[src/rtl/aob_pkg.sv]
// Shared types, register indexes and constants for the alpha overlay blend unit.
package aob_pkg;

  localparam int CfgIdxW = 3;
  localparam int DimW    = 13;
  localparam int ChanW   = 3;
  localparam int PosW    = 12;
  localparam int PixW    = 8;
  localparam int NumLane = 4;
  localparam int IndexW  = 24;
  localparam int ProdW   = 2 * DimW;
  localparam int SumW    = 2 * PixW;

  localparam logic [CfgIdxW-1:0] REG_BG_WIDTH    = 3'd0;
  localparam logic [CfgIdxW-1:0] REG_BG_HEIGHT   = 3'd1;
  localparam logic [CfgIdxW-1:0] REG_OFFSET_X    = 3'd2;
  localparam logic [CfgIdxW-1:0] REG_OFFSET_Y    = 3'd3;
  localparam logic [CfgIdxW-1:0] REG_FG_CHANNELS = 3'd4;
  localparam logic [CfgIdxW-1:0] REG_BG_CHANNELS = 3'd5;

  localparam logic [DimW-1:0]  DIM_RESET   = 13'd4096;
  localparam logic [ChanW-1:0] CHAN_RESET  = 3'd4;
  localparam logic [ChanW-1:0] ALPHA_CHANS = 3'd4;
  localparam logic [PixW-1:0]  PIX_MAX     = 8'd255;

  // stage advance enables, one per pipeline register
  typedef struct packed {
    logic en1;
    logic en2;
    logic en3;
  } pipe_ctl_t;

  // floor(x / 255) for x below 65280
  function automatic logic [PixW-1:0] div255(input logic [SumW-1:0] x);
    logic [SumW:0] t;
    t = {1'b0, x} + {{(SumW + 1 - PixW){1'b0}}, x[SumW-1:PixW]} + 17'd1;
    return t[SumW-1:PixW];
  endfunction

endpackage

[src/rtl/alpha_overlay_blend_unit.sv]
// Top level of the alpha overlay blend unit: config registers, lanes, merge stage.
//
//  channel  direction  transfer when          content
//  s_*      in         s_tvalid & s_tready    fg pixel with row/col, bg pixel at destination
//  m_*      out        m_tvalid & m_tready    dest index, inside flag, four blended channels
//  cfg_*    in         cfg_valid & cfg_ready  register index and write data
//
// One pixel per clock sustained while m_tready holds; registered stages are lane multiply,
// divide/select and merge register. Each stage holds only while the stage after it is full and
// stalled, so bubbles collapse. The row times width multiply sets stage 2.
// Reset loads config register defaults and clears stage valids; cfg_ready is always high.
module alpha_overlay_blend_unit (
  input  logic        clk,
  input  logic        rst,
  input  logic        s_tvalid,
  output logic        s_tready,
  input  logic [87:0] s_tdata,  // fg_row, fg_col, fg_ch0..fg_ch3, bg_ch0..bg_ch3
  output logic        m_tvalid,
  input  logic        m_tready,
  output logic [55:0] m_tdata,  // dest_index, out_ch0..out_ch3
  output logic [0:0]  m_tuser,  // inside_res
  input  logic        cfg_valid,
  output logic        cfg_ready,
  input  logic [aob_pkg::CfgIdxW-1:0] cfg_index,
  input  logic [aob_pkg::DimW-1:0]    cfg_data
);
  import aob_pkg::*;

  logic [DimW-1:0]  bg_width;
  logic [DimW-1:0]  bg_height;
  logic [DimW-1:0]  offset_x;
  logic [DimW-1:0]  offset_y;
  logic [ChanW-1:0] fg_channels;
  logic [ChanW-1:0] bg_channels;

  logic      v1, v2, v3;
  pipe_ctl_t ctl;

  logic [ChanW-1:0] nch;
  logic [PixW-1:0]  alpha;
  logic [PixW-1:0]  fg_ch [NumLane];
  logic [PixW-1:0]  bg_ch [NumLane];
  logic [PixW-1:0]  lane_q [NumLane];
  logic [PixW-1:0]  out_ch [NumLane];
  logic             inside2;
  logic [IndexW-1:0] dest_index;
  logic             inside_res;

  assign cfg_ready = 1'b1;

  always_ff @(posedge clk) begin
    if (rst) begin
      bg_width    <= DIM_RESET;
      bg_height   <= DIM_RESET;
      offset_x    <= '0;
      offset_y    <= '0;
      fg_channels <= CHAN_RESET;
      bg_channels <= CHAN_RESET;
    end else if (cfg_valid && cfg_ready) begin
      case (cfg_index)
        REG_BG_WIDTH:    bg_width    <= cfg_data;
        REG_BG_HEIGHT:   bg_height   <= cfg_data;
        REG_OFFSET_X:    offset_x    <= cfg_data;
        REG_OFFSET_Y:    offset_y    <= cfg_data;
        REG_FG_CHANNELS: fg_channels <= cfg_data[ChanW-1:0];
        REG_BG_CHANNELS: bg_channels <= cfg_data[ChanW-1:0];
        default: ;
      endcase
    end
  end

  always_comb begin
    ctl.en3  = !v3 || m_tready;
    ctl.en2  = !v2 || ctl.en3;
    ctl.en1  = !v1 || ctl.en2;
    s_tready = ctl.en1;
  end

  always_ff @(posedge clk) begin
    if (rst) begin
      v1 <= 1'b0;
      v2 <= 1'b0;
      v3 <= 1'b0;
    end else begin
      if (ctl.en1) v1 <= s_tvalid;
      if (ctl.en2) v2 <= v1;
      if (ctl.en3) v3 <= v2;
    end
  end

  always_comb begin
    nch = (fg_channels < bg_channels) ? fg_channels : bg_channels;
    if (nch > ALPHA_CHANS) nch = ALPHA_CHANS;
    for (int k = 0; k < NumLane; k++) begin
      fg_ch[k] = s_tdata[2*PosW + k*PixW +: PixW];
      bg_ch[k] = s_tdata[2*PosW + (NumLane + k)*PixW +: PixW];
    end
    alpha = (fg_channels >= ALPHA_CHANS) ? fg_ch[NumLane-1] : PIX_MAX;
  end

  for (genvar k = 0; k < NumLane; k++) begin : g_lane
    aob_lane u_lane (
      .clk   (clk),
      .ctl   (ctl),
      .s     (fg_ch[k]),
      .d     (bg_ch[k]),
      .a     (alpha),
      .blend (nch > ChanW'(k)),
      .q     (lane_q[k])
    );
  end

  aob_addr u_addr (
    .clk        (clk),
    .ctl        (ctl),
    .fg_row     (s_tdata[PosW-1:0]),
    .fg_col     (s_tdata[2*PosW-1:PosW]),
    .bg_width   (bg_width),
    .bg_height  (bg_height),
    .offset_x   (offset_x),
    .offset_y   (offset_y),
    .inside2    (inside2),
    .dest_index (dest_index),
    .inside_res (inside_res)
  );

  // merge: outside the background every field reads zero
  always_ff @(posedge clk) begin
    if (ctl.en3) begin
      for (int k = 0; k < NumLane; k++) begin
        out_ch[k] <= inside2 ? lane_q[k] : '0;
      end
    end
  end

  assign m_tvalid = v3;
  assign m_tuser  = inside_res;
  assign m_tdata  = {out_ch[3], out_ch[2], out_ch[1], out_ch[0], dest_index};

  a_empty_ready: assert property (@(posedge clk) disable iff (rst)
    !m_tvalid |-> s_tready) else $error("input stalled with empty output stage");

  a_stage_move: assert property (@(posedge clk) disable iff (rst)
    (v1 && ctl.en2) |=> v2) else $error("stage 1 item lost");

  a_outside_zero: assert property (@(posedge clk) disable iff (rst)
    (m_tvalid && !m_tuser[0]) |-> (m_tdata == '0)) else $error("outside result not zero");

  a_hold_full: assert property (@(posedge clk) disable iff (rst)
    (v2 && v3 && !m_tready) |=> (v2 && v3)) else $error("stalled stage dropped item");

endmodule

[src/rtl/aob_lane.sv]
// One channel blend lane: weighted sum, then divide by 255 or pass through.
module aob_lane (
  input  logic                    clk,
  input  aob_pkg::pipe_ctl_t      ctl,
  input  logic [aob_pkg::PixW-1:0] s,
  input  logic [aob_pkg::PixW-1:0] d,
  input  logic [aob_pkg::PixW-1:0] a,
  input  logic                    blend,
  output logic [aob_pkg::PixW-1:0] q
);
  import aob_pkg::*;

  logic [SumW-1:0] sum1;
  logic [PixW-1:0] d1;
  logic            blend1;

  always_ff @(posedge clk) begin
    if (ctl.en1) begin
      sum1   <= SumW'(s) * SumW'(a) + SumW'(d) * SumW'(PIX_MAX - a);
      d1     <= d;
      blend1 <= blend;
    end
    if (ctl.en2) begin
      q <= blend1 ? div255(sum1) : d1;
    end
  end

endmodule

[src/rtl/aob_addr.sv]
// Destination placement: clip test, row times width, column add.
module aob_addr (
  input  logic                      clk,
  input  aob_pkg::pipe_ctl_t        ctl,
  input  logic [aob_pkg::PosW-1:0]   fg_row,
  input  logic [aob_pkg::PosW-1:0]   fg_col,
  input  logic [aob_pkg::DimW-1:0]   bg_width,
  input  logic [aob_pkg::DimW-1:0]   bg_height,
  input  logic [aob_pkg::DimW-1:0]   offset_x,
  input  logic [aob_pkg::DimW-1:0]   offset_y,
  output logic                      inside2,
  output logic [aob_pkg::IndexW-1:0] dest_index,
  output logic                      inside_res
);
  import aob_pkg::*;

  logic [DimW:0]    row_sum;
  logic [DimW:0]    col_sum;
  logic             in_now;
  logic [DimW-1:0]  row1;
  logic [DimW-1:0]  col1;
  logic             inside1;
  logic [ProdW-1:0] prod2;
  logic [DimW-1:0]  col2;
  logic [ProdW-1:0] idx_sum;

  always_comb begin
    row_sum = {2'b00, fg_row} + {offset_y[DimW-1], offset_y};
    col_sum = {2'b00, fg_col} + {offset_x[DimW-1], offset_x};
    in_now  = !row_sum[DimW] && !col_sum[DimW] &&
              (row_sum[DimW-1:0] < bg_height) && (col_sum[DimW-1:0] < bg_width);
    idx_sum = prod2 + {{(ProdW - DimW){1'b0}}, col2};
  end

  always_ff @(posedge clk) begin
    if (ctl.en1) begin
      row1    <= row_sum[DimW-1:0];
      col1    <= col_sum[DimW-1:0];
      inside1 <= in_now;
    end
    if (ctl.en2) begin
      prod2   <= ProdW'(row1) * ProdW'(bg_width);
      col2    <= col1;
      inside2 <= inside1;
    end
    if (ctl.en3) begin
      dest_index <= inside2 ? idx_sum[IndexW-1:0] : '0;
      inside_res <= inside2;
    end
  end

endmodule

[config.mk]
export PLATFORM = sky130hd
export DESIGN_NAME = alpha_overlay_blend_unit
export DESIGN_NICKNAME = d
export VERILOG_FILES = /design/src/rtl/aob_pkg.sv /design/src/rtl/alpha_overlay_blend_unit.sv /design/src/rtl/aob_lane.sv /design/src/rtl/aob_addr.sv
export SDC_FILE = /design/constraint.sdc
export NUM_CORES = 2
export LEC_CHECK = 0
export BUFFER_PORTS_ARGS = -buffer_cell sky130_fd_sc_hd__buf_2
export CAP_MARGIN = 20
export CELL_PAD_IN_SITES_DETAIL_PLACEMENT = 0
export CELL_PAD_IN_SITES_GLOBAL_PLACEMENT = 2
export CORE_ASPECT_RATIO = 1.75
export CORE_UTILIZATION = 38
export DETAILED_ROUTE_END_ITERATION = 6
export PLACE_DENSITY = 0.77
export SYNTH_ARGS = -nofsm -noshare
export SYNTH_HDL_FRONTEND = slang
export SYNTH_HIERARCHICAL = 1
export SYNTH_SLANG_ARGS = --single-unit
[constraint.sdc]
create_clock -name clk -period 6.9 [get_ports clk]
set_input_delay 1.035 -clock clk [delete_from_list [all_inputs] [get_ports clk]]
set_output_delay 1.035 -clock clk [all_outputs]
set_load 0.01 [all_outputs]
==> impl_results.rst <==
.. list-table::
   :header-rows: 1

   * - Metric
     - Value
   * - Delay-heaviest family, CP
     - adder cells
   * - Fraction of final layout cells with drive strength greater than 1
     - 0.0855
   * - Total Routing Usage GR
     - 0.205
   * - Cell Chain, Critical Path
     - nand2b_2 -> buf_12 -> nand2b_1 -> fa_1 -> inv_1 -> fa_1 -> inv_1 -> fa_1 -> inv_1 -> fa_1 -> fa_1 -> inv_1 -> fa_1 -> inv_1 -> ha_1 -> a21oi_1 -> nand2_1 -> o21ai_0 -> a21oi_1 -> o22ai_1 -> xnor2_1
   * - Number of fill cells in the layout
     - 9548
   * - Number of sinks on the clock net
     - 315
   * - Most instantiated flip-flop cell in the synthesis netlist
     - edfxtp_1
   * - Total of buffers placed on input and output ports
     - 167
   * - Minimum period implied by the final worst setup slack
     - 6440 ps
   * - Core area
     - 96900 µm²
   * - 1st-iter DRT viols
     - 974
   * - HPWL Detailed
     - 79.1 mm
   * - Via count of the first global-routing pass
     - 27800
   * - Fraction of power spent switching nets
     - 0.446
   * - Number of cells in the finished layout apart from fillers
     - approximately 5300
   * - Number of buffers inserted for hold repair after clock tree synthesis
     - 0
   * - Pwr Density
     - 432 nW/µm²
   * - Setup repair after global routing missed its margin
     - no
   * - Number of placement rows
     - 151
   * - Switching power of the nets
     - 0.00792 W
   * - CTS root buffer
     - clkbuf_16
   * - Async SR Flop Fraction
     - 0
   * - Total number of yosys warnings
     - 6
   * - Starting utilization of the core area
     - 0.384
   * - Final Instance Area
     - 41100 µm²
   * - Path category of the worst min-delay check
     - reg -> reg
   * - Pin count of the biggest net entering global routing
     - 75
   * - Comb pwr share
     - 0.688
   * - Endpoints failing hold
     - 0
   * - Category of the worst setup path launch point
     - flip-flop
   * - CP required
     - 7210 ps
   * - Post-Syn Instances
     - 3758
   * - Data arrival time at the worst-slack endpoint
     - just under 7000 ps
   * - Reg clk slew, reported paths
     - 60 ps
   * - Combined buffer and inverter count along the critical path
     - 6
   * - Clock tree from TritonCTS
     - built
   * - Number of buffers inserted to repair setup after CTS
     - 0
   * - Number of enable-type register cells in the synthesized netlist
     - about 250
   * - Detail-routed via count per cell
     - 4.91
   * - Synth unique cells
     - 80
   * - Most frequent CP cell
     - fa_1
   * - Share of the clock period used by the worst path
     - 0.933
   * - Gr ovfl total
     - 0
   * - Share of total power in sequential cells
     - 0.203
   * - Synthesis-stage register bit count
     - 315
   * - Flip-flop and latch area
     - 8850 µm²
   * - Antenna violations before repair
     - 5
   * - Syn Nets
     - 4791
   * - Post-route ant nets
     - 0
   * - Avg Cell Area, Syn
     - 9.90 µm²
   * - Cell type of the slowest stage on the worst timing path
     - dfxtp_1
   * - Summed instance area of the synthesized netlist
     - 37200 µm²
   * - Outcome
     - finished clean
   * - Actual slew at the worst max-slew pin
     - 972 ps
   * - Total leakage power
     - 19.8 nW
   * - Number of search-and-repair iterations in the first detailed-routing pass
     - 7
   * - Maximum number of buffers from clock root to sink
     - 3
   * - Final routed wire length divided by cell count
     - 18.7 µm
   * - Relative slew margins
     - 0.352
   * - Worst Path Max Fanout
     - 31
   * - Sequential fraction of the synthesis area
     - 0.238
   * - Clock Latency Late Sink
     - roughly 570 ps
   * - Kind of critical path
     - reg -> reg
   * - Fin Setup TNS
     - 0 ps
   * - Reg2reg start
     - fg_channels[2]
   * - Worst vdd rail ir drop
     - 0.386 mV
   * - Number of gates resized after cts
     - 0
   * - Share of total power in the clock network
     - 0.109
   * - Beginning of the worst hold path
     - u_addr/inside1
   * - RD Place Congestion
     - 0.830
   * - Area added between synthesis and finish
     - 10.6%
   * - Die Y
     - between 400 and 500 µm
   * - Final layout net count
     - 4969
   * - Setup crit end kind
     - flip-flop
   * - Leading cell types in the layout, fill and taps excluded
     - inv_1 (724), fa_1 (503), ha_1 (421), nand2_1 (389), edfxtp_1 (254)
   * - WHS Endpoint
     - u_addr/inside2
   * - Residual DRC count
     - 0
   * - Total Die Area
     - 99200 µm²
   * - Placed Instances
     - 5197
   * - Post-detailed-routing wire length
     - 98.6 mm
   * - Highest clock frequency the design can meet
     - approximately 160 MHz
   * - Worst setup skew after layout
     - around 30 ps
   * - H-tree depth
     - 2
   * - Footprint of the multi-input gates
     - 25300 µm²
   * - Maximum Capacitance Violations
     - 0
   * - Worst Hold Path Cells
     - 0
   * - Post-DP Area
     - 40000 µm²
   * - R2R Path End
     - g_lane[1].u_lane/sum1[15]
   * - Overall Power
     - 0.0178 W
   * - Most common library cell in the layout ignoring fill and taps
     - inv_1
   * - Number of vias in the routed layout
     - 25900
   * - Wire length of the first global-routing pass
     - 155 mm
   * - Final setup vio count
     - 0
   * - Top-Level Pins
     - 169
   * - Die width
     - 239 µm
   * - Internal power
     - 0.00984 W
   * - Max Slew Vio Count
     - 0
   * - Internal reg-to-reg setup slack
     - 460 ps
   * - Cts bufs inserted
     - 37
   * - Reg2Reg Depth
     - 21
   * - Max incr delay on CP
     - 750 ps
routing by layer:
metal | vias to the layer above | part of all wire | global-route usage
met1 | 13100 | 0.39 | 0.232
met4 | 2 | 0.030 | 0.0613
li1 | 12200 | - | -
met5 | - | 0.00020 | 0
met3 | 124 | 0.024 | 0.0161
met2 | 411 | 0.56 | 0.400
worst max path at each step:
stage	from	endpoint	slack (ps)	depth (start not counted)
final	fg_channels[2]	g_lane[1].u_lane/sum1[15]	460	21
after global routing	fg_channels[2]	g_lane[1].u_lane/sum1[15]	140	21
after CTS	fg_channels[2]	g_lane[1].u_lane/sum1[15]	340	21
after detailed placement	s_tdata[49]	g_lane[1].u_lane/sum1[15]	40	22
after global placement	s_tdata[49]	g_lane[1].u_lane/sum1[15]	80	22
after floorplan	s_tdata[54]	g_lane[2].u_lane/sum1[15]	100	19
cells by family (layout without fill, tap and decap cells):
logic type | count (synthesis) | in the layout | share of synthesized area
simple gates | 1152 | 1152 | 0.161
fa+ha+maj | 924 | 924 | 0.412
buf+inv | 817 | 1022 | 0.0830
compound gates | 394 | 394 | 0.0682
flops | 315 | 315 | 0.238
xor+xnor | 138 | 138 | 0.0332
mux | 13 | 13 | 0.00373
other cells | 5 | 6 | 0.000504
cells in the mapped netlist (6+ instances only):
cell type  number  area (µm²)
a211oi_1       15         113
a21o_1         44         330
a21oi_1       145         726
a21oi_2        10        87.6
a31oi_1        16         100
and2_1        247        1550
and3_1         10        62.6
clkbuf_1       82         308
dfxtp_1        61        1220
edfxtp_1      254        7630
fa_1          503       10100
ha_1          421        5270
inv_1         726        2730
mux2_2          7        78.8
mux2i_1         6        60.1
nand2_1       390        1460
nand2b_1      138         863
nand3_1        25         125
nand4_1         8        50.1
nor2_1         98         368
nor2b_1       150         938
nor3_1         32         160
nor3b_1         8        60.1
o211ai_1        9        67.6
o21a_1         16         120
o21ai_0        59         295
o21ai_1         9        45.0
o21bai_1       10        75.1
o31ai_1         8        60.1
or2_2           7        43.8
or3_1          13        81.3
xnor2_1        98         858
xor2_1         38         333
through the flow:
step                utilization  hold slack [ps]  setup WS, ps
finish                    0.425              418           462
global route              0.425              421           136
CTS                       0.425              421           343
detailed placement        0.413              406          40.7
global placement          0.413              404          77.6
floorplan                     -              400           101
sequential cells by signal (all words and copies together), names as in the netlist, 24 cells and up:
register,count
u_addr/prod2,24
u_addr/dest_index,24
g_lane.u_lane/sum1,64
out_ch,32
g_lane.u_lane/d1,32
g_lane.u_lane/q,32
layout make-up:
class	count	area share
Multi-Input combinational cell	2626	0.615
Clock buffer	42	0.0235
Timing Repair Buffer	230	0.0361
Antenna cell	1	0.0000608
Inverter	726	0.0663
Sequential cell	315	0.215
Clock inverter	24	0.00468
Tap cell	1300	0.0395
power by group through the flow:
stage	logic, W	registers (W)	clock network [W]
final	0.0122	0.00361	0.00193
after global routing	0.0140	0.00367	0.00205
after CTS	0.0125	0.00362	0.00199
after detailed placement	0.0124	0.00365	0
after global placement	0.0123	0.00365	0
after floorplan	0.00932	0.00354	0
Power figures use the tool's default switching activity.
